[config.mk]
export PLATFORM = sky130hd
export DESIGN_NAME = fbrs_wrpath
export DESIGN_NICKNAME = d
export VERILOG_FILES = /design/src/fbrs_pkg.sv /design/src/fbrs_wrpath.sv
export SDC_FILE = /design/constraint.sdc
export NUM_CORES = 1
export LEC_CHECK = 0
export BUFFER_PORTS_ARGS = -buffer_cell sky130_fd_sc_hd__buf_4
export CORE_MARGIN = 2
export CORE_UTILIZATION = 43
export DETAILED_ROUTE_END_ITERATION = 8
export PLACE_DENSITY = 0.65
export SYNTH_ARGS = -nofsm -noshare
export SYNTH_HDL_FRONTEND = slang
export SYNTH_SLANG_ARGS = --single-unit
[constraint.sdc]
create_clock -name vclk -period 10.1
set_clock_uncertainty 0.15 [all_clocks]
set_input_delay 0.505 -clock vclk [all_inputs]
set_output_delay 0.505 -clock vclk [all_outputs]
set_load 0.02 [all_outputs]
[src/fbrs_pkg.sv]
// shared types, codes and constants for the frame store scanout block
package fbrs_pkg;

  localparam int DEF_MAX_WIDTH  = 320;
  localparam int DEF_MAX_HEIGHT = 240;

  localparam int POS_W    = 10;
  localparam int COLOR_W  = 24;
  localparam int PIX_W    = 16;
  localparam int BYTE_W   = 8;
  localparam int COL_W    = 9;
  localparam int ROW_W    = 8;
  localparam int HIDX_W   = 4;
  localparam int PROD_W   = 2 * POS_W + 1;
  localparam int CFG_IW   = 2;
  localparam int CFG_DW   = 9;
  localparam int FW_W     = 9;
  localparam int FH_W     = 8;

  localparam logic [FW_W-1:0] FW_RESET = 9'd320;
  localparam logic [FH_W-1:0] FH_RESET = 8'd240;

  typedef enum logic [1:0] {
    CMD_WRITE   = 2'd0,
    CMD_CLEAR   = 2'd1,
    CMD_REFRESH = 2'd2,
    CMD_TICK    = 2'd3
  } cmd_t;

  localparam logic [CFG_IW-1:0] CFG_UPSIDE = 2'd0;
  localparam logic [CFG_IW-1:0] CFG_WIDTH  = 2'd1;
  localparam logic [CFG_IW-1:0] CFG_HEIGHT = 2'd2;

  // window header sequence
  localparam logic [HIDX_W-1:0] HDR_LEN        = 4'd11;
  localparam logic [HIDX_W-1:0] HDR_COL_CMD    = 4'd0;
  localparam logic [HIDX_W-1:0] HDR_COL_END_HI = 4'd3;
  localparam logic [HIDX_W-1:0] HDR_COL_END_LO = 4'd4;
  localparam logic [HIDX_W-1:0] HDR_PAGE_CMD   = 4'd5;
  localparam logic [HIDX_W-1:0] HDR_PG_END_HI  = 4'd8;
  localparam logic [HIDX_W-1:0] HDR_PG_END_LO  = 4'd9;
  localparam logic [HIDX_W-1:0] HDR_MEMWR_CMD  = 4'd10;

  localparam logic [BYTE_W-1:0] OP_COLSET  = 8'h2A;
  localparam logic [BYTE_W-1:0] OP_PAGESET = 8'h2B;
  localparam logic [BYTE_W-1:0] OP_MEMWR   = 8'h2C;

  typedef struct packed {
    logic [1:0]         cmd;
    logic [POS_W-1:0]   pos_x;
    logic [POS_W-1:0]   pos_y;
    logic [COLOR_W-1:0] color;
  } in_item_t;

  typedef struct packed {
    logic [BYTE_W-1:0] out_byte;
    logic              is_data;
    logic              frame_last;
  } out_item_t;

  typedef struct packed {
    logic go;
    logic tick;
  } scan_req_t;

  function automatic logic [PIX_W-1:0] to_565(input logic [COLOR_W-1:0] c);
    return {c[23:19], c[15:13], c[12:10], c[7:3]};
  endfunction

endpackage

[src/fbrs_wrpath.sv]
// pixel write path: range check, mirroring, address and rgb565 packing
module fbrs_wrpath #(
  parameter int DEPTH = fbrs_pkg::DEF_MAX_WIDTH * fbrs_pkg::DEF_MAX_HEIGHT,
  parameter int AW    = (DEPTH > 1) ? $clog2(DEPTH) : 1
) (
  input  logic                        upside_down,
  input  logic [fbrs_pkg::POS_W-1:0]  eff_w,
  input  logic [fbrs_pkg::POS_W-1:0]  eff_h,
  input  fbrs_pkg::in_item_t          item,
  output logic                        in_range,
  output logic [AW-1:0]               addr,
  output logic [fbrs_pkg::PIX_W-1:0]  pix
);
  import fbrs_pkg::*;

  logic [POS_W-1:0]  x_m;
  logic [POS_W-1:0]  y_m;
  logic [PROD_W-1:0] lin;

  assign in_range = (item.pos_x < eff_w) && (item.pos_y < eff_h);

  always_comb begin
    if (upside_down) begin
      x_m = eff_w - POS_W'(1) - item.pos_x;
      y_m = eff_h - POS_W'(1) - item.pos_y;
    end else begin
      x_m = item.pos_x;
      y_m = item.pos_y;
    end
    lin = PROD_W'(y_m) * PROD_W'(eff_w) + PROD_W'(x_m);
  end

  assign addr = AW'(lin);
  assign pix  = to_565(item.color);

endmodule

* Word-level counts from Yosys, hierarchy flattened *
Index checks and enable logic that the tools add are counted.

storage, ports and cells
  RAM bits = 0
  ROM bits = 0
  input port bits = 67
  bits in latches = 0
  memories = 0
  output and inout port bits = 34
  word-level logic and storage cells = 11
  register bits after elaboration = 0

cells by class
  add/sub/neg operators = 5
  div/mod/pow operators = 0
  reductions and logical operators = 1
  multipliers = 1
  shifts and indexed selects = 0
  mux-type cells = 2
  equality and inequality tests = 0
  order comparisons = 2
  bitwise gates (word level) = 0

operators with widths
  operator                 count
  $lt A10 B10 Y1           2
  $mux W10                 2
  $sub A10 B1 Y10 const B  2
  $sub A10 B10 Y10         2
  $add A17 B10 Y17         1
  $mul A10 B10 Y17         1
  $logic_and A1 B1 Y1      1

* Longest topological paths before layout *
Gate-level depths: netlist (run 1).

  word-level depth = 5
  depth in mapped cells = 30
  gate-level depth less buffers = 30

* Least setup slack after synthesis (run 1) *
OpenSTA, ideal clock, no wires.

  path type = input port to output port
  from = in item[24] (netlist name)
  to = out addr[16]
  required time = 9445 ps
  buffers on the path = 0
  path slack = 2550 ps
  data arrival time = 6895 ps
  cell stages on the path = 29
  cells stage by stage = inv_1 ha_1 fa_1 a21o_1 a21oi_2 nor2_1 o21a_1 nor2_1 xnor2_1 nand2_1 o21ai_0 nand2_1 fa_1 fa_1 fa_1 inv_1 fa_1 inv_1 fa_1 inv_1 ha_1 or4_4 o211a_1 o21ai_2 a21oi_1 or2_1 nand3_1 nand2_1 xnor3_1

between the ends
  longest elaborated chain between the ends = 4

ends and longest elaborated chain
  element             RTL line           text
  start: declaration  fbrs_wrpath.sv:9   input fbrs_pkg::in_item_t item,
  $sub A10 B10 Y10    fbrs_wrpath.sv:25  y_m = eff_h - POS_W'(1) - item.pos_y;
  $mux W10 *          fbrs_wrpath.sv:23  if (upside_down) begin
  $mul A10 B10 Y17 *  fbrs_wrpath.sv:30  lin = PROD_W'(y_m) * PROD_W'(eff_w) + PROD_W'(x_m);
  $add A17 B10 Y17 *  fbrs_wrpath.sv:30
  end: declaration    fbrs_wrpath.sv:11  output logic [AW-1:0] addr,

Mark *: on every way between the ends. The rest lies on a longest branch, timed or not.

* Worst setup path in the final report (run 1) *
  from = in eff_h[0] (netlist name)
  to = out addr[16]

between the ends
  longest elaborated chain between the ends = 5

ends and longest elaborated chain
  element             RTL line           text
  start: declaration  fbrs_wrpath.sv:8   input logic [fbrs_pkg::POS_W-1:0] eff_h,
  $sub A10 B1 Y10     fbrs_wrpath.sv:25
  $sub A10 B10 Y10    fbrs_wrpath.sv:25
  $mux W10            fbrs_wrpath.sv:23
  $mul A10 B10 Y17    fbrs_wrpath.sv:30
  $add A17 B10 Y17    fbrs_wrpath.sv:30

Every way passes these cells.

==> out/qor.csv, run 1 <==
metric,value,unit
status,completed,
"count leader, synth",inv_1,
Tmin final,8032,ps
IO Port Bufs,59,
GPL Wtd Cong,0.8994,
Final Non-Filler Cells,747,
Tot GR Track Use,18.97,%
FMAX,124.5,MHz
final-layout clock buffer total,0,
RSZ-0062 raised after global routing,false,
global-route wire length before repair,18.06,mm
pre-CTS setup slack,2034,ps
Worst setup SP type,input port,
top post-synthesis cells by area,"fa_1 31%, ha_1 22%, inv_1 9.6%",
Mapped Avg Cell Area,8.210,um2
drt total wl,10.41,mm
largest net degree at the start of global routing,37,
vias in the first global route,3937,
Rows,38,
crit-path max cell delay,540,ps
drt drc,0,
post-DP HPWL,8.988,mm
hold_buf cts,0,
HP Class,in2out,
initial antenna violation count,0,
Post-DRT Antenna Nets,0,
Initial Util,43.59,%
multi-input gate area in the final layout,4065,um2
via count,3771,
Final Worst Setup Slack,2068,ps
"slowest stage cell, crit path",or4_4,
top cell type's share of synthesized area,30.91,%
vias per cell,5.048,
area of the mapped netlist,4663,um2
Reg area,0,um2
Hold Path Depth,0,
fill cell total of the finished layout,1101,
initial drt markers,154,
Setup CP Type,in2out,
slew margin rel.,31.78,%
final hold vios,0,
core area,10700,um2
crit path max fanout,5,
io pins,101,
WL/cell,13.94,um
Layout area overhead,10.65,%
worst path bufs/invs,6,
Setup TNS,0,ps
total die area,11690,um2
Crit path required time,9450,ps
post-CTS setup buffer count,0,
max-cap violation count,0,
Inst Count DP,747,
Synthesis Warnings,0,
die width,108.1,um
layout cell share with drive strength beyond 1,11.70,%
die height,108.1,um
Resize count post-CTS,0,
Synth Instances,568,
Critical Path Sink Type,output port,
Hold Crit Start,item[15],
Yosys cell types,42,
Final Slew Violations,0,
Final Cycle Share,79.53,%
Least-Margin Pin Slew,1023,ps
final setup fails,0,
post-synth net total,789,
Synth area leader,fa_1,
CP arrival,7380,ps
Pre-Repair DR Iteration Count,4,
post-synthesis sequential area ratio,0,%
Post-synth top cells,"119 x inv_1, 82 x ha_1, 72 x fa_1",
most frequent CP cell,fa_1,
Antenna Diode Count,0,
cell family with the largest share of critical-path delay,adder cells,
grt ovf,0,
Min-Delay Endpoint,pix[10],
Final nets,830,
seq_cells,0,
-- final cells by class --
class | instances | area share [%]
Inverter | 119 | 8.657
Multi-Input combinational cell | 425 | 78.78
Tap cell | 140 | 3.395
Timing Repair Buffer | 63 | 9.166
-- metrics by stage --
step           cell area (um2)  utilization, %  hold slack [ps]
6_report                  5160           48.23            860.0
5_1_grt                   5160           48.23            860.0
3_3_place_gp              5160           48.23            860.1
4_1_cts                   5160           48.23            860.1
3_5_place_dp              5160           48.23            860.1
2_1_floorplan             4663               -            972.6
-- worst max-delay path by stage --
stage	startpoint	endpoint	slack, ps	depth (start not counted)
after floorplan	item[24]	addr[16]	2550	29
after global placement	eff_h[0]	addr[16]	2040	31
after detailed placement	eff_h[0]	addr[16]	2030	31
after CTS	eff_h[0]	addr[16]	2020	31
after global routing	item[24]	addr[16]	1630	32
final	eff_h[0]	addr[16]	2070	31
-- layer usage --
metal  vias to the layer above  wire, um  GRT usage, %
li1                       1825         -             -
met1                      1842      4667         26.68
met2                        95      5133         34.14
met3                         9       551        0.3014
met4                         0        61         1.557
met5                         -         0             0
-- cell usage in the layout, fill, tap and decap left out, types with 2 or more instances in the layout --
master | Yosys | final
a21boi_0 | 2 | 2
a21o_1 | 11 | 11
a21oi_1 | 23 | 23
a31oi_1 | 2 | 2
and2_1 | 25 | 25
buf_4 | 16 | 63
fa_1 | 72 | 72
ha_1 | 82 | 82
inv_1 | 119 | 119
mux2i_1 | 9 | 9
nand2_1 | 58 | 58
nand2b_1 | 5 | 5
nand3_1 | 2 | 2
nor2_1 | 38 | 38
nor2b_1 | 7 | 7
nor3_1 | 3 | 3
o21a_1 | 9 | 9
o21ai_0 | 19 | 19
o21ai_1 | 7 | 7
o21ai_2 | 2 | 2
o21bai_1 | 2 | 2
xnor2_1 | 22 | 22
xor2_1 | 9 | 9
-- cell families (layout without fill, tap and decap cells) --
group | Yosys count | after routing | share of synthesized area, %
AOI/OAI and AO/OA | 84 | 84 | 11.13
xor gates and xnor gates | 32 | 32 | 6.305
adders and majority gates | 154 | 154 | 52.91
buffers and inverters | 143 | 182 | 12.83
muxes | 11 | 11 | 2.656
and+or+nand+nor | 144 | 144 | 14.17
Power of run 1 is not shown: default switching activity piles up to over one toggle a cycle in this logic, so the estimate is an artifact.
==> run 2: changes to the inputs <==
Clock period 10.1 ns to 8.3 ns, I/O delays scaled along.
==> out/qor.csv, run 2 (synthesis gave the netlist of run 1 again) <==
metric,value,unit,change
most frequent CP cell,fa_1,,
vias in the first global route,3983,,+1.2%
grt ovf,0,,unchanged
core area,10700,um2,unchanged
global-route wire length before repair,18.11,mm,+0.30%
Tmin final,7814,ps,
post-DP HPWL,9.086,mm,+1.1%
Crit path required time,7740,ps,-1710 ps
cell family with the largest share of critical-path delay,adder cells,,
die width,108.1,um,unchanged
Antenna Diode Count,0,,unchanged
dpl cell area,5167,um2,+0.15%
status,completed,,
initial drt markers,104,,-32%
HP Class,in2out,,
Least-Margin Pin Slew,946.7,ps,-76.60 ps
slew margin rel.,36.47,%,+4.7 points
seq_cells,0,,unchanged
Setup CP Type,in2out,,
die height,108.1,um,unchanged
"slowest stage cell, crit path",or4_4,,
final-layout clock buffer total,0,,unchanged
RSZ-0062 raised after global routing,false,,
drt drc,0,,unchanged
max-cap violation count,0,,unchanged
crit path max fanout,5,,unchanged
io pins,101,,unchanged
crit-path max cell delay,550,ps,about the same
largest net degree at the start of global routing,37,,unchanged
final setup fails,0,,unchanged
Final Instance Area,5171,um2,+0.22%
Layout area overhead,10.89,%,
Final Worst Setup Slack,486.3,ps,-1581 ps
"commonest non-fill, non-tap cell in the layout",inv_1,,
most frequent cells in the layout,"119 x inv_1, 82 x ha_1, 72 x fa_1",,
Tot GR Track Use,19.01,%,+0.044 points
Post-DRT Antenna Nets,0,,unchanged
Final nets,831,,+0.12%
Critical Path Sink Type,output port,,
Final Cycle Share,94.14,%,
Hold Crit Start,item[3],,
Min-Delay Endpoint,pix[0],,
CP arrival,7250,ps,-130 ps
WL/cell,13.86,um,-0.56%
Rows,38,,unchanged
vias per cell,4.956,,-1.8%
via count,3707,,-1.7%
Final Slew Violations,0,,unchanged
hold_buf cts,0,,unchanged
FMAX,128.0,MHz,
final hold vios,0,,unchanged
initial antenna violation count,0,,unchanged
fill cell total of the finished layout,1075,,-2.4%
IO Port Bufs,59,,unchanged
drt total wl,10.37,mm,-0.42%
total die area,11690,um2,unchanged
Pre-Repair DR Iteration Count,4,,unchanged
pre-CTS setup slack,320.4,ps,-1713 ps
Initial Util,43.59,%,unchanged
GPL Wtd Cong,0.9116,,+1.4%
Worst setup SP type,input port,,
multi-input gate area in the final layout,4069,um2,about the same
worst path bufs/invs,5,,-1
Setup TNS,0,ps,unchanged
Hold Path Depth,0,,unchanged
layout cell share with drive strength beyond 1,12.01,%,+0.31 points
Reg area,0,um2,unchanged
[run 2: cell count changes in the layout (fill, tap and decap cells not counted)]
cell | before | now
o21ai_0 | 19 | 18
buf_4 | 63 | 64
o21ai_2 | 2 | 3
[run 2: repair_timing]
action,4_1_cts,5_1_grt
resized for setup,0,2
setup buffers,0,0
endpoints found under the setup margin,0,1
[run 2: worst max path at each step]
| stage | slack, ps | from | cells after the start | to |
|---|---|---|---|---|
| after CTS | 300 | item[24] | 31 | addr[16] |
| final | 490 | eff_h[0] | 30 | addr[16] |
| after detailed placement | 320 | eff_h[0] | 30 | addr[16] |
| after global placement | 380 | eff_h[0] | 30 | addr[16] |
| after floorplan | 930 | item[24] | 29 | addr[16] |
| after global routing | 70 | item[24] | 31 | addr[16] |
[run 2: area by class of cell]
cell class | count | area share [%]
timing repair buffer | 64 | 9.291
inverter | 119 | 8.638
multi-input combinational | 425 | 78.68
tap | 140 | 3.387
[run 2: per-stage QoR]
| step | instances | hold slack [ps] | util (%) |
|---|---|---|---|
| 2_1_floorplan | 568 | 792.6 | - |
| 3_3_place_gp | 748 | 680.1 | 48.30 |
| 3_5_place_dp | 748 | 680.1 | 48.30 |
| 4_1_cts | 748 | 680.1 | 48.30 |
| 5_1_grt | 748 | 680.0 | 48.34 |
| 6_report | 748 | 680.0 | 48.34 |
[run 2: per-layer routing]
metal / global-route usage (%) / wire length [um] / vias to the layer above
li1: - / - / 1834
met1: 25.56 / 4694 / 1780
met2: 34.50 / 5074 / 89
met3: 1.627 / 552 / 4
met4: 1.832 / 47 / 0
met5: 0 / 0 / -
Power of run 2 is left out for the same reason.
