[src/fbrs_pkg.sv]
// shared types, codes and constants for the frame store scanout block
package fbrs_pkg;

  localparam int DEF_MAX_WIDTH  = 320;
  localparam int DEF_MAX_HEIGHT = 240;

  localparam int POS_W    = 10;
  localparam int COLOR_W  = 24;
  localparam int PIX_W    = 16;
  localparam int BYTE_W   = 8;
  localparam int COL_W    = 9;
  localparam int ROW_W    = 8;
  localparam int HIDX_W   = 4;
  localparam int PROD_W   = 2 * POS_W + 1;
  localparam int CFG_IW   = 2;
  localparam int CFG_DW   = 9;
  localparam int FW_W     = 9;
  localparam int FH_W     = 8;

  localparam logic [FW_W-1:0] FW_RESET = 9'd320;
  localparam logic [FH_W-1:0] FH_RESET = 8'd240;

  typedef enum logic [1:0] {
    CMD_WRITE   = 2'd0,
    CMD_CLEAR   = 2'd1,
    CMD_REFRESH = 2'd2,
    CMD_TICK    = 2'd3
  } cmd_t;

  localparam logic [CFG_IW-1:0] CFG_UPSIDE = 2'd0;
  localparam logic [CFG_IW-1:0] CFG_WIDTH  = 2'd1;
  localparam logic [CFG_IW-1:0] CFG_HEIGHT = 2'd2;

  // window header sequence
  localparam logic [HIDX_W-1:0] HDR_LEN        = 4'd11;
  localparam logic [HIDX_W-1:0] HDR_COL_CMD    = 4'd0;
  localparam logic [HIDX_W-1:0] HDR_COL_END_HI = 4'd3;
  localparam logic [HIDX_W-1:0] HDR_COL_END_LO = 4'd4;
  localparam logic [HIDX_W-1:0] HDR_PAGE_CMD   = 4'd5;
  localparam logic [HIDX_W-1:0] HDR_PG_END_HI  = 4'd8;
  localparam logic [HIDX_W-1:0] HDR_PG_END_LO  = 4'd9;
  localparam logic [HIDX_W-1:0] HDR_MEMWR_CMD  = 4'd10;

  localparam logic [BYTE_W-1:0] OP_COLSET  = 8'h2A;
  localparam logic [BYTE_W-1:0] OP_PAGESET = 8'h2B;
  localparam logic [BYTE_W-1:0] OP_MEMWR   = 8'h2C;

  typedef struct packed {
    logic [1:0]         cmd;
    logic [POS_W-1:0]   pos_x;
    logic [POS_W-1:0]   pos_y;
    logic [COLOR_W-1:0] color;
  } in_item_t;

  typedef struct packed {
    logic [BYTE_W-1:0] out_byte;
    logic              is_data;
    logic              frame_last;
  } out_item_t;

  typedef struct packed {
    logic go;
    logic tick;
  } scan_req_t;

  function automatic logic [PIX_W-1:0] to_565(input logic [COLOR_W-1:0] c);
    return {c[23:19], c[15:13], c[12:10], c[7:3]};
  endfunction

endpackage

[src/fbrs_scan.sv]
// refresh sequencer: window header, column scan and output register
module fbrs_scan #(
  parameter int DEPTH = fbrs_pkg::DEF_MAX_WIDTH * fbrs_pkg::DEF_MAX_HEIGHT,
  parameter int AW    = (DEPTH > 1) ? $clog2(DEPTH) : 1
) (
  input  logic                       clk,
  input  logic                       rst_n,
  input  fbrs_pkg::scan_req_t        req,
  input  logic [fbrs_pkg::POS_W-1:0] eff_w,
  input  logic [fbrs_pkg::POS_W-1:0] eff_h,
  input  logic [fbrs_pkg::PIX_W-1:0] rd_data,
  output logic                       refresh_busy,
  output logic                       rd_en,
  output logic [AW-1:0]              rd_addr,
  output logic                       out_valid,
  output fbrs_pkg::out_item_t        out_item
);
  import fbrs_pkg::*;

  logic              busy_r, busy_nxt;
  logic [HIDX_W-1:0] hidx_r, hidx_nxt;
  logic [COL_W-1:0]  col_r, col_nxt;
  logic [ROW_W-1:0]  row_r, row_nxt;
  logic              lonext_r, lonext_nxt;

  logic              vld_r, vld_nxt;
  logic [BYTE_W-1:0] hbyte_r, hbyte_nxt;
  logic              isdat_r, isdat_nxt;
  logic              last_r, last_nxt;
  logic              pixsel_r, pixsel_nxt;
  logic              losel_r, losel_nxt;
  logic              zero_r, zero_nxt;

  logic              tick_act;
  logic              in_pix;
  logic              row_end;
  logic              col_end;
  logic [POS_W-1:0]  col_w;
  logic [POS_W-1:0]  row_w;
  logic [POS_W-1:0]  hm;
  logic [POS_W-1:0]  wm;
  logic [PROD_W-1:0] lin;
  logic [BYTE_W-1:0] pbyte;

  assign tick_act = req.tick && busy_r;
  assign col_w    = POS_W'(col_r);
  assign row_w    = POS_W'(row_r);
  assign in_pix   = (col_w < eff_w) && (row_w < eff_h);
  assign row_end  = (row_w + POS_W'(1)) >= eff_h;
  assign col_end  = (col_w + POS_W'(1)) >= eff_w;
  assign hm       = eff_h - POS_W'(1);
  assign wm       = eff_w - POS_W'(1);

  // columns run right to left
  assign lin = PROD_W'(row_w) * PROD_W'(eff_w) + PROD_W'(eff_w - POS_W'(1) - col_w);

  always_comb begin
    busy_nxt   = busy_r;
    hidx_nxt   = hidx_r;
    col_nxt    = col_r;
    row_nxt    = row_r;
    lonext_nxt = lonext_r;
    vld_nxt    = tick_act;
    hbyte_nxt  = hbyte_r;
    isdat_nxt  = isdat_r;
    last_nxt   = 1'b0;
    pixsel_nxt = pixsel_r;
    losel_nxt  = losel_r;
    zero_nxt   = zero_r;
    rd_en      = 1'b0;
    rd_addr    = in_pix ? AW'(lin) : '0;

    if (req.go && !busy_r) begin
      busy_nxt   = 1'b1;
      hidx_nxt   = '0;
      col_nxt    = '0;
      row_nxt    = '0;
      lonext_nxt = 1'b0;
    end else if (tick_act) begin
      if (hidx_r < HDR_LEN) begin
        pixsel_nxt = 1'b0;
        isdat_nxt  = 1'b1;
        hidx_nxt   = hidx_r + HIDX_W'(1);
        case (hidx_r)
          HDR_COL_CMD: begin
            hbyte_nxt = OP_COLSET;
            isdat_nxt = 1'b0;
          end
          HDR_COL_END_HI: hbyte_nxt = BYTE_W'(hm >> 8);
          HDR_COL_END_LO: hbyte_nxt = hm[7:0];
          HDR_PAGE_CMD: begin
            hbyte_nxt = OP_PAGESET;
            isdat_nxt = 1'b0;
          end
          HDR_PG_END_HI: hbyte_nxt = BYTE_W'(wm >> 8);
          HDR_PG_END_LO: hbyte_nxt = wm[7:0];
          HDR_MEMWR_CMD: begin
            hbyte_nxt = OP_MEMWR;
            isdat_nxt = 1'b0;
          end
          default: hbyte_nxt = '0;
        endcase
      end else begin
        pixsel_nxt = 1'b1;
        isdat_nxt  = 1'b1;
        rd_en      = 1'b1;
        zero_nxt   = !in_pix;
        losel_nxt  = lonext_r;
        lonext_nxt = !lonext_r;
        if (lonext_r) begin
          if (row_end) begin
            row_nxt = '0;
            if (col_end) begin
              last_nxt = 1'b1;
              busy_nxt = 1'b0;
              hidx_nxt = '0;
              col_nxt  = '0;
            end else begin
              col_nxt = col_r + COL_W'(1);
            end
          end else begin
            row_nxt = row_r + ROW_W'(1);
          end
        end
      end
    end
  end

  always_ff @(posedge clk) begin
    if (!rst_n) begin
      busy_r   <= 1'b0;
      hidx_r   <= '0;
      col_r    <= '0;
      row_r    <= '0;
      lonext_r <= 1'b0;
      vld_r    <= 1'b0;
    end else begin
      busy_r   <= busy_nxt;
      hidx_r   <= hidx_nxt;
      col_r    <= col_nxt;
      row_r    <= row_nxt;
      lonext_r <= lonext_nxt;
      vld_r    <= vld_nxt;
    end
  end

  always_ff @(posedge clk) begin
    hbyte_r  <= hbyte_nxt;
    isdat_r  <= isdat_nxt;
    last_r   <= last_nxt;
    pixsel_r <= pixsel_nxt;
    losel_r  <= losel_nxt;
    zero_r   <= zero_nxt;
  end

  // pixel bytes come straight off the ram output register
  always_comb begin
    if (zero_r) begin
      pbyte = '0;
    end else if (losel_r) begin
      pbyte = rd_data[7:0];
    end else begin
      pbyte = rd_data[15:8];
    end
  end

  assign refresh_busy        = busy_r;
  assign out_valid           = vld_r;
  assign out_item.out_byte   = pixsel_r ? pbyte : hbyte_r;
  assign out_item.is_data    = isdat_r;
  assign out_item.frame_last = last_r;

endmodule

[config.mk]
export PLATFORM = sky130hd
export DESIGN_NAME = fbrs_scan
export DESIGN_NICKNAME = d
export VERILOG_FILES = /design/src/fbrs_pkg.sv /design/src/fbrs_scan.sv
export SDC_FILE = /design/constraint.sdc
export NUM_CORES = 1
export LEC_CHECK = 0
export ABC_CLOCK_PERIOD_IN_PS = 18500
export BUFFER_PORTS_ARGS = -buffer_cell sky130_fd_sc_hd__buf_2
export CORE_UTILIZATION = 60
export CTS_CLUSTER_SIZE = 14
export DETAILED_ROUTE_END_ITERATION = 6
export GPL_TIMING_DRIVEN = 0
export PLACE_DENSITY = 0.93
export SETUP_SLACK_MARGIN = 0.05
export SLEW_MARGIN = 20
export SYNTH_ARGS = -nofsm -noshare
export SYNTH_HDL_FRONTEND = slang
export SYNTH_SLANG_ARGS = --single-unit
[constraint.sdc]
create_clock -name clk -period 18.5 [get_ports clk]
set_input_delay 3.7 -clock clk [delete_from_list [all_inputs] [get_ports clk]]
set_output_delay 3.7 -clock clk [all_outputs]
set_load 0.02 [all_outputs]
Word-level counts from Yosys, hierarchy flattened
Cells that the tools add are included.
Cells by class
  add/subtract/negate cells: 10
  multiply operators: 1
  div/mod/pow operators: 0
  order comparisons: 5
  eq/ne operators: 7
  shifts and indexed selects: 0
  muxes and demuxes: 22
  bitwise logic cells: 6
  reduce and logical (&&, ||, !) cells: 25
Operators with widths (number)
  case mux 8 bit (7 select lines): 1
  2-to-1 mux 8 bit: 4
  subtractor 10 x 1 -> 10 bit (second input constant): 2
  adder 17 x 12 -> 17 bit: 1
  multiplier 8 x 10 -> 17 bit: 1
  2-to-1 mux 17 bit: 1
  2-to-1 mux 4 bit: 4
  nonzero test 2 bit: 7
  == test 4 bit (second input constant): 3
  subtractor 11 x 10 -> 12 bit: 1
  2-to-1 mux 1 bit: 11
  subtractor 10 x 1 -> 11 bit (second input constant): 1
  adder 9 x 1 -> 10 bit (second input constant): 1
  >= comparator 10 bit: 1
  >= comparator 9 x 10 -> 1 bit: 1
  less-than comparator 8 x 10 -> 1 bit: 1
  less-than comparator 9 x 10 -> 1 bit: 1
  adder 8 x 1 -> 9 bit (second input constant): 1
  adder 9 x 1 -> 9 bit (second input constant): 1
  2-to-1 mux 9 bit: 1
  AND reduction 3 bit: 3
  adder 8 x 1 -> 8 bit (second input constant): 1
  == test 4 x 3 -> 1 bit (second input constant): 2
  AND reduction 4 bit: 2
  other kinds (13): 23
Storage, ports and cells
  flip-flop bits (word level): 37
  bits in latches: 0
  RAM bits: 0
  memory bits (read-only): 0
  input port bits: 40
  output and inout port bits: 30
  memories: 0

Longest topological paths before layout
Gate-level depths: netlist (run 1).
  word-level depth: 8
  depth in mapped cells: 20
  gate-level depth less buffers: 19

Worst setup path before layout (run 1)
Ideal clock, no wire load.
  path type: input to output
  start: input port eff_w[7] (netlist name)
  end: output port rd_addr[14]
  arrival time: 8.378 ns
  data required time: 14.800 ns
  slack: 6.422 ns
  stages: 18
  cell sequence: clkbuf_1 and2_1 fa_1 fa_1 fa_1 fa_1 inv_1 fa_1 inv_1 ha_1 clkbuf_1 and2_1 or2_2 a21o_1 a21oi_1 o21ai_0 xnor2_1 nor2_1
On the way
  cells in the longest elaborated chain, start to end: 4
  elaborated cells on any way between the ends: 7
Ends and longest elaborated chain
  from (decl): RTL line fbrs_scan.sv:9  | input logic [fbrs_pkg::POS_W-1:0] eff_w,
  parallel branches: the longest is 3 deep, another holds multiplier 8 x 10 -> 17 bit
  2-to-1 mux 17 bit (*): RTL line fbrs_scan.sv:71  | rd_addr = in_pix ? AW'(lin) : '0;
  to (decl): RTL line fbrs_scan.sv:14  | output logic [AW-1:0] rd_addr,
Mark *: on every way between the ends.

Final worst setup path (run 1)
Same ends and word-level chain as after synthesis.

==> flow_summary.ini, run 1 <==
[clock_network]
h-tree-depth = 2
post_cts_resized = 0
clock_latency_ns = 0.30
cts.sinks = 37
cts_tree = yes
ctsHoldBuffers = 0
clk_pin_slew_ns = 0.07
cts_root_buffer = clkbuf_8
post_cts_buffers = 0
cts_buffer_depth = 2
cts_inserted_buffers = 5

[grt]
overflow = 0
grtUsageTotal_pct = 27.5
grt_pass1_vias = 5795
grt_pass1_wl_um = 25200
grt_max_degree = 12
antenna_found_initial = 0

[logic_synthesis]
ys_warn_count = 0
seq_area_frac_synth_pct = 12.9
synth_compound_area_share_pct = 12.3
ys_seq_elements = 37
yosys-top-cells-area = fa_1 (21%), ha_1 (17%), inv_1 (8.3%)
synthArstFlopShare_pct = 0
netlist.area_leader.share_pct = 21.0
syn-instance-count = 809
synth_edf_count = 12
syn_nets = 1010
synthAdderAreaFrac_pct = 38.0
yosys.area.top_type = fa_1
avgSynthCellArea_um2 = 8.26
synthesis.area_mm2 = 0.00668
synthMuxAreaShare_pct = 1.83
synth_xor_area_share_pct = 6.01
synth_cell_type_count = 64
ys.flop_type = dfxtp_1
synth_simple_gate_area_share_pct = 18.0
synth_top_family_by_area = adder cells

[worst_setup_path]
crit_fanout = 10
cp_num_buf_inv = 6
cpMostUsedCell = fa_1
cp-end-kind = primary output
cpPeakStageDelay_ns = 0.54
critPathSlowestCell = fa_1
arrival_ns = 8.84
path_delay_family = adder cells
worstPathRequired_ns = 14.80
startpoint_type = primary input
worstSetupPathType = in2out
crit_chain = buf_2 > clkbuf_1 > and2_1 > fa_1 > fa_1 > fa_1 > fa_1 > inv_1 > fa_1 > inv_1 > ha_1 > clkbuf_1 > and2_1 > or2_2 > a21o_1 > a21oi_1 > o21ai_0 > xnor2_1 > nor2_1 > buf_2

[route]
routed_via_density = 5.78
wirelength_um = 15300
postRouteAntennaNets = 0
wire_per_inst_um = 15.0
drc = 1
firstDrtPassIters = 7
via_count = 5909
drt_iter0_drc = 364

[power]
ir_drop_uv = 25.5
p_leak_nw = 3.70
powerDensity_mw_per_mm2 = 27.8

[sta]
final.setup.tns_ns = 0
finalWorstSetupSlack_ns = 5.96
hold_viol = 0
timing.final.crit_period_ns = 12.54
rsz0062_at_grt = no
worst_clock_skew_ns = 0.0122
post-route-period-util_pct = 67.8
setup_viol = 0
tightest_slew_ns = 0.776
max_freq_ghz = 0.0798
slew_violations = 0
maxSlewHeadroom_pct = 46.9

[cells_and_area]
final_common_cell = inv_1
area_growth_pct = 8.78
antenna_cells = 0
mostFrequentLayoutCells = inv_1 (148), ha_1 (91), buf_2 (72)
nNetsFinal = 1083
layout-drive-gt1-share_pct = 11.7

[place]
dp_hpwl_um = 12800
pre_cts_ws_ns = 5.98
io_buffers = 66
routabilityCongestion = 0.924

[run_status]
violations = DRC
outcome = finished, violations left

[floorplanning]
die_h_um = 108
io_pins = 70
start_util_pct = 61.7
die_w_um = 108
rows = 38
die_area_mm2 = 0.0116
core-area_mm2 = 0.0108

[min_path]
hold_path_class = reg2reg

[job]
cap_violations = 0
## where the power goes
group	total (W)	switching, W	leakage [nW]	internal (W)
clock network	0.0000554	0.0000293	0.0412	0.0000261
logic	0.0000618	0.0000388	3.34	0.0000230
registers	0.0000851	0.000000517	0.311	0.0000846
## logic make-up after synthesis
kind of cell             count (synthesis)
adder cells (fa/ha/maj)                161
AND/OR/NAND/NOR                        241
XOR/XNOR                                45
multiplexers                            12
AO/OA/AOI/OAI                          129
flip-flops                              37
buffers and inverters                  184
## Yosys cell counts, types with 3 or more instances
master and count:
a211oi_1 9, a21o_1 5, a21oi_1 31, a22oi_1 3, a31oi_1 3, and2_1 34, and3_1 14, buf_2 6
buf_4 3, buf_6 3, clkbuf_1 23, dfxtp_1 25, edfxtp_1 12, fa_1 70, ha_1 91, inv_1 148
mux2i_1 10, nand2_1 68, nand2b_1 5, nand3_1 12, nand3b_1 10, nand4_1 5, nor2_1 57, nor2b_1 9
nor3_1 12, o21a_1 7, o21ai_0 30, o21ai_2 3, o21bai_1 3, o22ai_1 15, xnor2_1 31, xor2_1 13
## worst reg2reg max path, stage by stage, from the launching register on
cell and delay [ns]:
dfxtp_1 0.46, ha_1 0.26, and3_1 0.26, and3_2 0.27
nand3_2 0.12, xnor2_2 0.16, ha_1 0.30, and4_1 0.23
o211ai_1 0.10, o21ai_1 0.31, buf_2 0.29, nor2b_1 0.32
nor3_1 0.09
## layer usage
metal / vias up / routed length, µm / GRT usage, %
met1: 2814 / 5890 / 32.1
met4: 0 / 683 / 14.5
met2: 259 / 7620 / 48.3
met3: 60 / 1120 / 4.48
met5: - / 0 / 0
li1: 2776 / - / -
## through the flow
| step | cells | utilization, % | cell area, µm² | total power (W) | hold WS (ns) |
|---|---|---|---|---|---|
| after floorplan | 809 | - | 6680 | 0.000128 | 0.443 |
| after global placement | 1015 | 66.3 | 7190 | 0.000146 | 0.485 |
| after detailed placement | 1015 | 66.3 | 7190 | 0.000148 | 0.485 |
| after CTS | 1022 | 67.1 | 7270 | 0.000201 | 0.504 |
| after global routing | 1022 | 67.1 | 7270 | 0.000213 | 0.514 |
| final | 1022 | 67.1 | 7270 | 0.000202 | 0.508 |
## worst paths after layout
kind            start     endpoint  slack [ns]  depth (start not counted)
max          eff_w[7]  rd_addr[14]        5.96                         20
min          lonext_r      losel_r        0.51                          0
max reg2reg  col_r[0]    hidx_r[3]       15.22                         12
min reg2reg  lonext_r      losel_r        0.51                          0
## registers in the layout, summed over array words and instances, names as in the netlist
signal	count
last_r	1
refresh_busy	1
hbyte_r	8
pixsel_r	1
isdat_r	1
zero_r	1
losel_r	1
out_valid	1
lonext_r	1
hidx_r	4
col_r	9
row_r	8
## area by class of cell
| class | instances | area, µm² |
|---|---|---|
| buffer | 35 | 173 |
| multi-input combinational | 588 | 5090 |
| sequential | 37 | 861 |
| clock buffer | 6 | 72.6 |
| fill | 833 | 3570 |
| clock inverter | 1 | 8.76 |
| timing repair buffer | 66 | 330 |
| tap | 140 | 175 |
| inverter | 149 | 559 |
(Power assumes the default switching activity.)
==> run 2, diff against run 1 <==
--- a/config.mk
+++ b/config.mk
@@ -5,7 +5,8 @@
 export SDC_FILE = /design/constraint.sdc
 export NUM_CORES = 1
 export LEC_CHECK = 0
-export ABC_CLOCK_PERIOD_IN_PS = 18500
+export ABC_AREA = 1
+export ABC_CLOCK_PERIOD_IN_PS = 13100
 export BUFFER_PORTS_ARGS = -buffer_cell sky130_fd_sc_hd__buf_2
 export CORE_UTILIZATION = 60
 export CTS_CLUSTER_SIZE = 14
==> constraint.sdc (replaced) <==
create_clock -name clk -period 13.1 [get_ports clk]
set_input_delay 2.62 -clock clk [delete_from_list [all_inputs] [get_ports clk]]
set_output_delay 2.62 -clock clk [all_outputs]
set_load 0.02 [all_outputs]
==> run 2 against run 1 <==
Effect of this change: the run now ends clean; die area grew 3.9%; non-clock buffer count decreased by 13; global-route usage is 2.3 points higher; first-iteration DRC count up 39%; clock power grew to 2.8 times the previous value; power up 85%; utilization increased by 2.0 points; routed wire length up 9.1%; cell area up 5.2%; critical path type unchanged; highest routed layer unchanged; worst hold slack got worse by 0.013 ns.
==> flow_summary.ini, run 2 <==
[run_status]
outcome = finished, final reports clean

[power]
p_leak_nw = 4.43
ir_drop_uv = 51.5
powerDensity_mw_per_mm2 = 49.1

[grt]
grt_pass1_vias = 6336
grt_max_degree = 13
overflow = 0
grtUsageTotal_pct = 29.8
antenna_found_initial = 0
grt_pass1_wl_um = 27800

[cells_and_area]
antenna_cells = 0
area_growth_pct = 10.0
top_regs = col_r: 9 flops, hbyte_r: 8 flops, row_r: 8 flops
stdcell_count = 1208
final_core_util_pct = 69.0
regMostFlops = col_r
nFillCells = 900
largest_reg_flops = 9
layout-drive-gt1-share_pct = 8.99
mostFrequentLayoutCells = inv_1 (240), nand2_1 (224), nor2_1 (91), ha_1 (91), buf_2 (71)
final_common_cell = inv_1
nNetsFinal = 1268

[route]
via_count = 6630
firstDrtPassIters = 5
wirelength_um = 16700
routed_via_density = 5.49
drt_iter0_drc = 505
wire_per_inst_um = 13.8
drc = 0
postRouteAntennaNets = 0

[logic_synthesis]
syn-instance-count = 994
avgSynthCellArea_um2 = 6.99
yosys-top-cells-area = fa_1 (20%), ha_1 (16%), inv_1 (13%)
netlist.area_leader.share_pct = 20.2
seq_area_frac_synth_pct = 12.4
ys_seq_elements = 37
ys.flop_type = dfxtp_1
synth_edf_count = 12
synth.most_common_cell = inv_1
synthTopCellsByCount = inv_1 (240), nand2_1 (224), ha_1 (91), nor2_1 (91), fa_1 (70)
synth_cell_type_count = 39
synthArstFlopShare_pct = 0
synthesis.area_mm2 = 0.00695
yosys.area.top_type = fa_1
syn_nets = 1195
ys_warn_count = 0

[sta]
max_freq_ghz = 0.0985
maxSlewHeadroom_pct = 54.1
timing.final.crit_period_ns = 10.15
final.setup.tns_ns = 0
worst_clock_skew_ns = 0.00453
tightest_slew_ns = 0.684
rsz0062_at_grt = no
setup_viol = 0
whs_ns = 0.495
slew_violations = 0
hold_viol = 0
post-route-period-util_pct = 77.5

[clock_network]
post_cts_buffers = 0
clk_pin_slew_ns = 0.06
h-tree-depth = 2
cts.sinks = 37
cts_inserted_buffers = 5
clock_latency_ns = 0.28
cts_tree = yes
cts_root_buffer = clkbuf_16
ctsHoldBuffers = 0
post_cts_resized = 0
cts_buffer_depth = 2

[floorplanning]
io_pins = 70
start_util_pct = 62.8
die_w_um = 110
die_area_mm2 = 0.0120
die_h_um = 110
rows = 38
core-area_mm2 = 0.0111

[worst_setup_path]
crit_chain = buf_2 > clkbuf_1 > nand2_1 > fa_1 > inv_1 > fa_1 > fa_1 > fa_1 > inv_1 > fa_1 > inv_1 > ha_1 > nand2_1 > nand2_1 > inv_1 > nor2_1 > nor2_1 > nand2_1 > a21oi_1 > inv_1 > nand2_1 > nand2_1 > nor2_1 > buf_2
critPathSlowestCell = fa_1
cpPeakStageDelay_ns = 0.55
cp-end-kind = primary output
startpoint_type = primary input
arrival_ns = 7.53
cpMostUsedCell = nand2_1
worstPathRequired_ns = 10.48
crit_fanout = 10
worstSetupPathType = in2out

[place]
dp_cells = 1200
routabilityCongestion = 0.930
io_buffers = 66
dp_hpwl_um = 14000

[job]
cap_violations = 0

[min_path]
hold_path_class = reg2reg
-- run 2: changes by cell type in the layout (fill, tap and decap cells not counted), moves of 9 or more --
cell      change
a211oi_1      -9
a21oi_1      +14
and2_1       -34
and3_1       -14
clkbuf_1      -9
inv_1        +92
mux2i_1      -10
nand2_1     +156
nand3_1      +37
nor2_1       +34
nor2b_1       -9
o22ai_1      -12
xnor2_1      -23
xor2_1       +10
-- run 2: path summary, 6_finish.rpt --
path / start / end / slack (ns) / cells past startpoint
max: eff_w[3] / rd_addr[16] / 2.95 / 24
min: col_r[8] / col_r[8] / 0.50 / 2
max reg2reg: col_r[0] / col_r[0] / 10.22 / 13
min reg2reg: col_r[8] / col_r[8] / 0.50 / 2
-- run 2: cell type report --
type                    instances  area, µm²  share of cell area [%]
repair buffers                 66        330                    4.32
clock inverters                 3       65.1                   0.851
well taps                     140        175                    2.29
multi-input cells             688       5060                    66.2
inverters                     247        930                    12.2
clock buffers                   5        125                    1.64
flip-flops and latches         37        861                    11.3
plain buffers                  22       96.3                    1.26
-- run 2: kinds of logic (layout without fill, tap and decap cells) --
group                    after synthesis  after routing  share of synthesized area (%)
AO/OA/AOI/OAI                        107            107                           8.82
XOR/XNOR                              31             31                           3.91
adder cells (fa/ha/maj)              161            161                           36.5
buffers and inverters                269            343                           14.8
flip-flops                            37             37                           12.4
AND/OR/NAND/NOR                      389            389                           23.6
-- run 2: critical path: cells and delay by family --
kind            cells  cell delay [ns]
simple gates        9             0.71
compound gates      1             0.24
buf+inv             8             1.02
fa+ha+maj           6             2.92
-- run 2: metal layers --
metal  routed length, µm  track usage [%]  up-vias
li1                    -                -     3178
met1                6840             36.2     3080
met2                7780             52.2      310
met3                1400             4.09       62
met4                 682             13.7        0
met5                   0                0        -
-- run 2: power breakdown --
group          internal [W]  total (W)  switching (W)
Clock              0.000109   0.000157      0.0000485
Sequential         0.000121   0.000122     0.00000116
Combinational     0.0000328  0.0000961      0.0000633
Total              0.000262   0.000375       0.000113
-- run 2: stage by stage --
stage               power (W)  worst slack [ns]  instance area [µm²]
floorplan            0.000188              3.51                 6950
global placement     0.000216              3.03                 7460
detailed placement   0.000219              2.98                 7460
CTS                  0.000375              2.98                 7650
global route         0.000393              2.51                 7650
finish               0.000375              2.95                 7650
